## src/rtl/spv_pkg.sv

```systemverilog
// Shared types, constants and the CRC byte step for the status packet validator.
package spv_pkg;

	// Packet geometry
	localparam int unsigned PKT_BYTES = 16;
	localparam int unsigned CRC_SPAN  = 14;
	localparam int unsigned CNT_W     = $clog2(PKT_BYTES + 1);

	// CRC-16/CCITT-FALSE
	localparam logic [15:0] CRC_INIT = 16'hFFFF;
	localparam logic [15:0] CRC_POLY = 16'h1021;

	// Field checks
	localparam logic [15:0] MAGIC_WORD      = 16'hA55A;
	localparam logic [7:0]  STATE_RSVD_MASK = 8'hE0;

	// Result codes
	typedef logic [2:0] result_code_t;
	localparam result_code_t RC_OK       = 3'd0;
	localparam result_code_t RC_SIZE     = 3'd1;
	localparam result_code_t RC_MAGIC    = 3'd2;
	localparam result_code_t RC_VERSION  = 3'd3;
	localparam result_code_t RC_STATE    = 3'd4;
	localparam result_code_t RC_CRC      = 3'd5;
	localparam result_code_t RC_RESERVED = 3'd6;
	localparam result_code_t RC_LENGTH   = 3'd7;

	// Configuration register indexes
	typedef logic [1:0] cfg_index_t;
	localparam cfg_index_t CFG_MAJOR_VERSION = 2'd0;
	localparam cfg_index_t CFG_MIN_LENGTH    = 2'd1;
	localparam cfg_index_t CFG_MAX_LENGTH    = 2'd2;

	localparam logic [7:0]  MAJOR_VERSION_RST = 8'd1;
	localparam logic [31:0] MIN_LENGTH_RST    = 32'd130;
	localparam logic [31:0] MAX_LENGTH_RST    = 32'd65536;

	typedef struct packed {
		logic [7:0]  major_version;
		logic [31:0] min_len;
		logic [31:0] max_len;
	} cfg_t;

	// Packet state gathered as bytes pass
	typedef struct packed {
		logic [CNT_W-1:0] count;
		logic             overflow;
		logic [15:0]      crc;
		logic [15:0]      magic;
		logic [7:0]       version;
		logic [7:0]       state;
		logic [31:0]      seq_word;
		logic [31:0]      len_word;
		logic [15:0]      reserved;
		logic [15:0]      check;
	} pkt_fields_t;

	typedef struct packed {
		result_code_t code;
		logic [7:0]   version;
		logic [4:0]   link_state;
		logic [31:0]  seq_word;
		logic [31:0]  len_word;
	} result_t;

	// One byte through the CRC, MSB first, eight shift steps
	function automatic logic [15:0] crc_byte(logic [15:0] crc_in, logic [7:0] data);
		logic [15:0] c;
		c = crc_in ^ {data, 8'h00};
		for (int i = 0; i < 8; i++) begin
			if (c[15]) begin
				c = {c[14:0], 1'b0} ^ CRC_POLY;
			end else begin
				c = {c[14:0], 1'b0};
			end
		end
		return c;
	endfunction

endpackage

```

## src/rtl/spv_byte_if.sv

```systemverilog
// Input channel: one packet byte per beat with an end-of-packet flag.
interface spv_byte_if;
	logic       valid;
	logic       ready;
	logic [7:0] packet_byte;
	logic       end_of_packet;

	modport source (output valid, output packet_byte, output end_of_packet, input ready);
	modport sink (input valid, input packet_byte, input end_of_packet, output ready);
endinterface

```

## src/rtl/spv_result_if.sv

```systemverilog
// Result channel: one verdict per packet.
interface spv_result_if;
	logic        valid;
	logic        ready;
	logic [2:0]  result_code;
	logic [7:0]  version_out;
	logic [4:0]  link_state;
	logic [31:0] frame_sequence;
	logic [31:0] frame_length_out;

	modport source (output valid, output result_code, output version_out, output link_state,
		output frame_sequence, output frame_length_out, input ready);
	modport sink (input valid, input result_code, input version_out, input link_state,
		input frame_sequence, input frame_length_out, output ready);
endinterface

```

## src/rtl/spv_cfg_if.sv

```systemverilog
// Configuration write channel: register index and write data.
interface spv_cfg_if;
	logic        valid;
	logic        ready;
	logic [1:0]  index;
	logic [31:0] data;

	modport source (output valid, output index, output data, input ready);
	modport sink (input valid, input index, input data, output ready);
endinterface

```

## src/rtl/spv_cfg_regs.sv

```systemverilog
// Configuration registers: major version and frame length window.
module spv_cfg_regs (
	input  logic          clk,
	input  logic          arst_n,
	spv_cfg_if.sink       cfg,
	output spv_pkg::cfg_t cfg_val
);

	spv_pkg::cfg_t cfg_q;

	// Writes always taken
	assign cfg.ready = 1'b1;
	assign cfg_val   = cfg_q;

	always_ff @(posedge clk or negedge arst_n) begin
		if (!arst_n) begin
			cfg_q.major_version <= spv_pkg::MAJOR_VERSION_RST;
			cfg_q.min_len       <= spv_pkg::MIN_LENGTH_RST;
			cfg_q.max_len       <= spv_pkg::MAX_LENGTH_RST;
		end else if (cfg.valid) begin
			case (cfg.index)
				spv_pkg::CFG_MAJOR_VERSION: cfg_q.major_version <= cfg.data[7:0];
				spv_pkg::CFG_MIN_LENGTH:    cfg_q.min_len       <= cfg.data;
				spv_pkg::CFG_MAX_LENGTH:    cfg_q.max_len       <= cfg.data;
				default: ;
			endcase
		end
	end

endmodule

```

## src/rtl/spv_pkt_state.sv

```systemverilog
// Packet state: byte position, running CRC and captured little-endian fields.
module spv_pkt_state (
	input  logic                 clk,
	input  logic                 arst_n,
	input  logic                 take,
	input  logic                 last,
	input  logic [7:0]           data,
	output spv_pkg::pkt_fields_t nxt
);

	spv_pkg::pkt_fields_t cur_q;
	spv_pkg::pkt_fields_t clr;
	logic [3:0]           pos;

	assign pos = cur_q.count[3:0];

	// Empty packet state
	always_comb begin
		clr          = '0;
		clr.crc      = spv_pkg::CRC_INIT;
	end

	// State after the current byte
	always_comb begin
		nxt = cur_q;
		if (cur_q.count < spv_pkg::CNT_W'(spv_pkg::PKT_BYTES)) begin
			nxt.count = cur_q.count + spv_pkg::CNT_W'(1);
			if (pos < 4'(spv_pkg::CRC_SPAN)) begin
				nxt.crc = spv_pkg::crc_byte(cur_q.crc, data);
			end
			case (pos)
				4'd0:  nxt.magic[7:0]      = data;
				4'd1:  nxt.magic[15:8]     = data;
				4'd2:  nxt.version         = data;
				4'd3:  nxt.state           = data;
				4'd4:  nxt.seq_word[7:0]   = data;
				4'd5:  nxt.seq_word[15:8]  = data;
				4'd6:  nxt.seq_word[23:16] = data;
				4'd7:  nxt.seq_word[31:24] = data;
				4'd8:  nxt.len_word[7:0]   = data;
				4'd9:  nxt.len_word[15:8]  = data;
				4'd10: nxt.len_word[23:16] = data;
				4'd11: nxt.len_word[31:24] = data;
				4'd12: nxt.reserved[7:0]   = data;
				4'd13: nxt.reserved[15:8]  = data;
				4'd14: nxt.check[7:0]      = data;
				4'd15: nxt.check[15:8]     = data;
				default: ;
			endcase
		end else begin
			// beyond sixteen bytes: only note the overrun
			nxt.overflow = 1'b1;
		end
	end

	// Clear after the last byte of a packet
	always_ff @(posedge clk or negedge arst_n) begin
		if (!arst_n) begin
			cur_q <= clr;
		end else if (take) begin
			cur_q <= last ? clr : nxt;
		end
	end

endmodule

```

## src/rtl/spv_judge.sv

```systemverilog
// Verdict: prioritised checks over the completed packet fields.
module spv_judge (
	input  spv_pkg::pkt_fields_t f,
	input  spv_pkg::cfg_t        cfg_val,
	output spv_pkg::result_t     res
);

	logic bad_size, bad_magic, bad_version, bad_state, bad_crc, bad_rsvd, bad_len;

	assign bad_size    = f.overflow || (f.count != spv_pkg::CNT_W'(spv_pkg::PKT_BYTES));
	assign bad_magic   = f.magic != spv_pkg::MAGIC_WORD;
	assign bad_version = f.version != cfg_val.major_version;
	assign bad_state   = (f.state & spv_pkg::STATE_RSVD_MASK) != 8'h00;
	assign bad_crc     = f.check != f.crc;
	assign bad_rsvd    = f.reserved != 16'h0000;
	assign bad_len     = (f.len_word < cfg_val.min_len) || (f.len_word > cfg_val.max_len);

	always_comb begin
		res = '0;
		if (bad_size) begin
			res.code = spv_pkg::RC_SIZE;
		end else if (bad_magic) begin
			res.code = spv_pkg::RC_MAGIC;
		end else if (bad_version) begin
			res.code = spv_pkg::RC_VERSION;
		end else if (bad_state) begin
			res.code = spv_pkg::RC_STATE;
		end else if (bad_crc) begin
			res.code = spv_pkg::RC_CRC;
		end else if (bad_rsvd) begin
			res.code = spv_pkg::RC_RESERVED;
		end else if (bad_len) begin
			res.code = spv_pkg::RC_LENGTH;
		end else begin
			res.code       = spv_pkg::RC_OK;
			res.version    = f.version;
			res.link_state = f.state[4:0];
			res.seq_word   = f.seq_word;
			res.len_word   = f.len_word;
		end
	end

endmodule

```

## src/rtl/status_packet_validator_core.sv

```systemverilog
// Top level of the status packet validator: input register, packet state, verdict register.
// Accepts one packet byte per clock. Each beat lands in an input register and is folded
// into the packet state (CRC-16/CCITT-FALSE over bytes 0-13, field capture) as it leaves
// that register; the beat flagged end_of_packet also loads the result register, so result
// valid rises once the last byte leaves the input register. The input only stalls when an
// end-of-packet byte waits behind a result that has not yet been taken. Configuration
// writes are taken at any time with ready held high and should be issued between packets.
module status_packet_validator_core (
	input logic        clk,
	input logic        arst_n,
	spv_byte_if.sink   packet,
	spv_result_if.source result,
	spv_cfg_if.sink    cfg
);

	logic                 valid_s1;
	logic [7:0]           byte_s1;
	logic                 eop_s1;
	logic                 res_valid_q;
	spv_pkg::result_t     res_q;
	spv_pkg::result_t     verdict;
	spv_pkg::pkt_fields_t fields_nxt;
	spv_pkg::cfg_t        cfg_val;
	logic                 out_free;
	logic                 adv;

	spv_cfg_regs u_cfg (
		.clk     (clk),
		.arst_n  (arst_n),
		.cfg     (cfg),
		.cfg_val (cfg_val)
	);

	spv_pkt_state u_state (
		.clk    (clk),
		.arst_n (arst_n),
		.take   (adv),
		.last   (eop_s1),
		.data   (byte_s1),
		.nxt    (fields_nxt)
	);

	spv_judge u_judge (
		.f       (fields_nxt),
		.cfg_val (cfg_val),
		.res     (verdict)
	);

	// Flow control: a non-final byte always moves on, a final one needs the result slot
	assign out_free     = !res_valid_q || result.ready;
	assign adv          = valid_s1 && (!eop_s1 || out_free);
	assign packet.ready = !valid_s1 || adv;

	// Input register
	always_ff @(posedge clk or negedge arst_n) begin
		if (!arst_n) begin
			valid_s1 <= 1'b0;
		end else if (packet.ready) begin
			valid_s1 <= packet.valid;
		end
	end

	always_ff @(posedge clk) begin
		if (packet.valid && packet.ready) begin
			byte_s1 <= packet.packet_byte;
			eop_s1  <= packet.end_of_packet;
		end
	end

	// Result register
	always_ff @(posedge clk or negedge arst_n) begin
		if (!arst_n) begin
			res_valid_q <= 1'b0;
		end else if (adv && eop_s1) begin
			res_valid_q <= 1'b1;
		end else if (result.ready) begin
			res_valid_q <= 1'b0;
		end
	end

	always_ff @(posedge clk) begin
		if (adv && eop_s1) begin
			res_q <= verdict;
		end
	end

	assign result.valid            = res_valid_q;
	assign result.result_code      = res_q.code;
	assign result.version_out      = res_q.version;
	assign result.link_state       = res_q.link_state;
	assign result.frame_sequence   = res_q.seq_word;
	assign result.frame_length_out = res_q.len_word;

endmodule

```

## src/flat_wrapper.sv

```systemverilog
// flat-port wrapper written by rule: the top's interface ports become plain ports
module status_packet_validator_core_flat 
  (clk, arst_n, packet_valid, packet_packet_byte, packet_end_of_packet, packet_ready, result_valid, result_result_code, result_version_out, result_link_state, result_frame_sequence, result_frame_length_out, result_ready, cfg_valid, cfg_index, cfg_data, cfg_ready);
  spv_byte_if packet_i ();
  spv_result_if result_i ();
  spv_cfg_if cfg_i ();
  input logic clk;
  input logic arst_n;
  input wire logic [$bits(packet_i.valid)-1:0] packet_valid;
  input wire logic [$bits(packet_i.packet_byte)-1:0] packet_packet_byte;
  input wire logic [$bits(packet_i.end_of_packet)-1:0] packet_end_of_packet;
  output wire logic [$bits(packet_i.ready)-1:0] packet_ready;
  output wire logic [$bits(result_i.valid)-1:0] result_valid;
  output wire logic [$bits(result_i.result_code)-1:0] result_result_code;
  output wire logic [$bits(result_i.version_out)-1:0] result_version_out;
  output wire logic [$bits(result_i.link_state)-1:0] result_link_state;
  output wire logic [$bits(result_i.frame_sequence)-1:0] result_frame_sequence;
  output wire logic [$bits(result_i.frame_length_out)-1:0] result_frame_length_out;
  input wire logic [$bits(result_i.ready)-1:0] result_ready;
  input wire logic [$bits(cfg_i.valid)-1:0] cfg_valid;
  input wire logic [$bits(cfg_i.index)-1:0] cfg_index;
  input wire logic [$bits(cfg_i.data)-1:0] cfg_data;
  output wire logic [$bits(cfg_i.ready)-1:0] cfg_ready;
  assign packet_i.valid = packet_valid;
  assign packet_i.packet_byte = packet_packet_byte;
  assign packet_i.end_of_packet = packet_end_of_packet;
  assign packet_ready = packet_i.ready;
  assign result_valid = result_i.valid;
  assign result_result_code = result_i.result_code;
  assign result_version_out = result_i.version_out;
  assign result_link_state = result_i.link_state;
  assign result_frame_sequence = result_i.frame_sequence;
  assign result_frame_length_out = result_i.frame_length_out;
  assign result_i.ready = result_ready;
  assign cfg_i.valid = cfg_valid;
  assign cfg_i.index = cfg_index;
  assign cfg_i.data = cfg_data;
  assign cfg_ready = cfg_i.ready;
  status_packet_validator_core u_core (.clk(clk), .arst_n(arst_n), .packet(packet_i), .result(result_i), .cfg(cfg_i));
endmodule
```

## config.mk

```make
export PLATFORM = sky130hd
export DESIGN_NAME = status_packet_validator_core_flat
export DESIGN_NICKNAME = d
export VERILOG_FILES = /design/src/rtl/spv_pkg.sv /design/src/rtl/spv_byte_if.sv /design/src/rtl/spv_result_if.sv /design/src/rtl/spv_cfg_if.sv /design/src/rtl/spv_cfg_regs.sv /design/src/rtl/spv_pkt_state.sv /design/src/rtl/spv_judge.sv /design/src/rtl/status_packet_validator_core.sv /design/src/flat_wrapper.sv
export SDC_FILE = /design/constraint.sdc
export NUM_CORES = 1
export LEC_CHECK = 0
export BUFFER_PORTS_ARGS = -buffer_cell sky130_fd_sc_hd__buf_4
export CAP_MARGIN = 0
export CORE_MARGIN = 4
export CORE_UTILIZATION = 57
export CTS_BUF_LIST = sky130_fd_sc_hd__clkbuf_8
export DETAILED_ROUTE_END_ITERATION = 7
export PLACE_DENSITY = 0.76
export REMOVE_ABC_BUFFERS = 1
export SLEW_MARGIN = 20
export SYNTH_ARGS = -nofsm -noshare
export SYNTH_HDL_FRONTEND = slang
export SYNTH_HIERARCHICAL = 1
export SYNTH_SLANG_ARGS = --single-unit
```

## constraint.sdc

```tcl
create_clock -name clk -period 10.3 [get_ports clk]
set_clock_uncertainty 0.2 [all_clocks]
set_input_delay 1.545 -clock clk [delete_from_list [all_inputs] [get_ports clk]]
set_output_delay 1.545 -clock clk [all_outputs]
set_load 0.02 [all_outputs]
```

==> impl_metrics.toml <==
[run]
cap_violations = 0

[setup_path]
r2r_cells = 12
critPathRequiredTime_ps = 10520
endpoint_kind = "register"
crit_arrival_ps = 5400
startpoint_type = "register"
r2r-start = "u_core/u_state/cur_q[148]"
reg2reg_slack_ps = 5120
timing.rr.end = "u_core/result.frame_sequence[10]"
setup.worst_path.class = "register to register"
cp_max_fo = 52

[synth]
syn_area_per_cell_um2 = 11.38
netlist_area_um2 = 15980
synth-edff-count = 89
synthTopCellsByArea = "dfrtp_1, edfxtp_1, mux2_2"
synth_ff_type = "dfrtp_1"
yosysMostFrequentCell = "nand2_1"
synthArstFlopShare = 0.7157
ys_types = 69
synth_commonest_cells = "nand2_1, dfrtp_1, mux2_2"
yosys.area.top_type = "dfrtp_1"
synth_top_area_share = 0.3194
syn_inst = 1405
ys_warn_count = 6
postSynthRegisterBits = 313
seq_area_frac_synth = 0.5195

[cells_and_area]
fill_cells = 2126
post-route-util = 0.6566
final_area_um2 = 18190
fin_nets = 1648
area_growth_syn_to_layout_pct = 13.82
multi_input_comb_area_um2 = 7039
diodes = 0
final_cells = 1952
seq_area_um2 = 8304
drive_above_1_share = 0.2980

[detailed_routing]
dr_total_vias = 11210
via_per_inst = 5.742
drc = 0
antenna_left = 0
dr.first_iter.drc_count = 807
wire_per_inst_um = 19.35
wirelength_um = 37780
dr.pass1.iters = 5

[floorplan]
start_util = 0.5769
dieHeight_um = 175.5
std_cell_rows = 61
die-area_um2 = 30780
ios = 131
fp.coreArea_um2 = 27710
die_w_um = 175.5

[sta]
fin_crit_sh = 0.5030
tightest_slew_ps = 1120
setup_violations = 0
grt_setup_unrepaired = "no"
max-slew-margin-rel = 0.2534
hold_violations = 0
finalSetupTns_ps = 0
fmax_ghz = 0.1930
slew_violations = 0
fin_crit_ps = 5181

[clock_network]
cts_resized = 0
cts-root-buf = "clkbuf_8"
htree_levels = 2
cts_tree = "done"
worst_setup_hold_path_clk_slew_ps = 60
cts_setup_buffers = 0
hold_buffers = 0
clock_latency_ps = 580
clock_sinks = 313
clock_path_buffers = 3
cts_buffers = 50

[global_routing]
track_usage = 0.2439
antenna_found_initial = 0
grt_pass1_wl_um = 60020
grt_max_degree = 94
grt_pass1_vias = 11180
overflow = 0

[power_and_ir_drop]
powerDensity_nw_per_um2 = 178.0
power_leakage_nw = 8.169
vdd_drop_max_mv = 0.1243

[hold_path]
hold_path.class = "register to register"
min_to = "u_core/u_state/cur_q[87]"
holdPathStages = 2
holdCritStartpoint = "u_core/u_state/cur_q[87]"

[placement]
portBuffers = 129
dp_cells = 1858
placed_area_um2 = 17170
dpl.hpwl_um = 24010
gp_congestion = 0.8998

[outcome]
outcome = "finished, final reports clean"
==> cells in the final DEF, fill, tap and decap left out, types with 8 or more instances in the layout <==
cell / synthesis / final
nand2_1: 211 / 211
dfrtp_1: 204 / 203
mux2_2: 193 / 193
buf_4: 11 / 145
o21ai_0: 136 / 136
edfxtp_1: 89 / 89
inv_1: 67 / 85
and2_1: 79 / 79
ha_1: 67 / 67
clkbuf_8: 3 / 63
xnor2_1: 45 / 45
a21oi_1: 38 / 38
dfstp_2: 20 / 20
o21ai_1: 20 / 20
nor2_1: 20 / 19
nand2b_1: 16 / 16
nand4_1: 16 / 16
nand3_1: 10 / 10
o2bb2ai_1: 8 / 8
==> final cells by class <==
class                           instances  area share
Clock buffer                           62     0.04691
Clock inverter                         31    0.009010
Inverter                               68     0.01403
Multi-Input combinational cell        954      0.3870
Sequential cell                       313      0.4565
Tap cell                              378     0.02600
Timing Repair Buffer                  146     0.06060
==> worst max-delay path, cell delays in order (launching register included) <==
cell and delay [ps]:
dfrtp_1 910, and4bb_2 550, mux2_2 410, ha_1 310, a21oi_1 150, o21ai_1 130
a221o_1 360, nor3_1 370, o21ai_2 180, nor4_4 530, buf_4 290, buf_4 390
and2_1 210
==> sequential cells by signal, indices dropped and copies added, names as in the netlist <==
| register | count |
|---|---|
| u_core/result.frame_length_out | 32 |
| u_core/result.result_code | 3 |
| u_core/result.link_state | 5 |
| u_core/u_cfg/cfg_val | 72 |
| u_core/result.frame_sequence | 32 |
| u_core/eop_s1 | 1 |
| u_core/result.valid | 1 |
| u_core/result.version_out | 8 |
| u_core/byte_s1 | 8 |
| u_core/u_state/cur_q | 150 |
| u_core/valid_s1 | 1 |
==> where the power goes <==
part,leakage [nW],internal (mW),total [mW],switching [mW]
Sequential,3.76,1.42,1.50,0.0834
Combinational,3.82,0.306,0.681,0.375
Clock,0.591,0.570,1.06,0.486
==> logic make-up after synthesis <==
logic type	after synthesis	share of synthesized area
buffers and inverters	138	0.04204
adder cells (fa/ha/maj)	67	0.05245
flip-flops	313	0.5195
multiplexers	193	0.1360
other	1	0.0002346
AND/OR/NAND/NOR	407	0.1376
XOR/XNOR	51	0.02936
AO/OA/AOI/OAI	235	0.08283
==> per-layer routing <==
metal | share of wire | GRT usage | vias up | wire length [um]
met5 | 0 | 0 | - | 0
met2 | 0.47 | 0.3964 | 462 | 17790
met3 | 0.080 | 0.04606 | 89 | 3030
met4 | 0.029 | 0.07797 | 0 | 1110
li1 | - | - | 5181 | -
met1 | 0.42 | 0.3359 | 5477 | 15850
==> how the worst max path moves through the flow <==
stage	start	endpoint	slack (ps)	depth (start not counted)
after floorplan	result_ready	u_core/result.frame_length_out[0]	4640	2
after global placement	u_core/u_state/cur_q[148]	u_core/result.frame_sequence[30]	5100	12
after detailed placement	u_core/u_state/cur_q[148]	u_core/result.frame_sequence[10]	4960	11
after CTS	u_core/u_state/cur_q[148]	u_core/result.frame_sequence[10]	4930	12
after global routing	u_core/u_state/cur_q[147]	u_core/result.frame_sequence[28]	4770	11
final	u_core/u_state/cur_q[148]	u_core/result.frame_sequence[10]	5120	12
==> per-stage QoR <==
stage | power, mW | worst slack [ps] | hold slack [ps]
finish | 3.238 | 5119 | 274.3
global route | 3.407 | 4770 | 296.8
CTS | 3.254 | 4928 | 279.1
detailed placement | 2.196 | 4963 | 266.3
floorplan | 1.991 | 4639 | 246.0
global placement | 2.178 | 5099 | 258.5
Note: power is estimated with default switching activity, not from simulation.
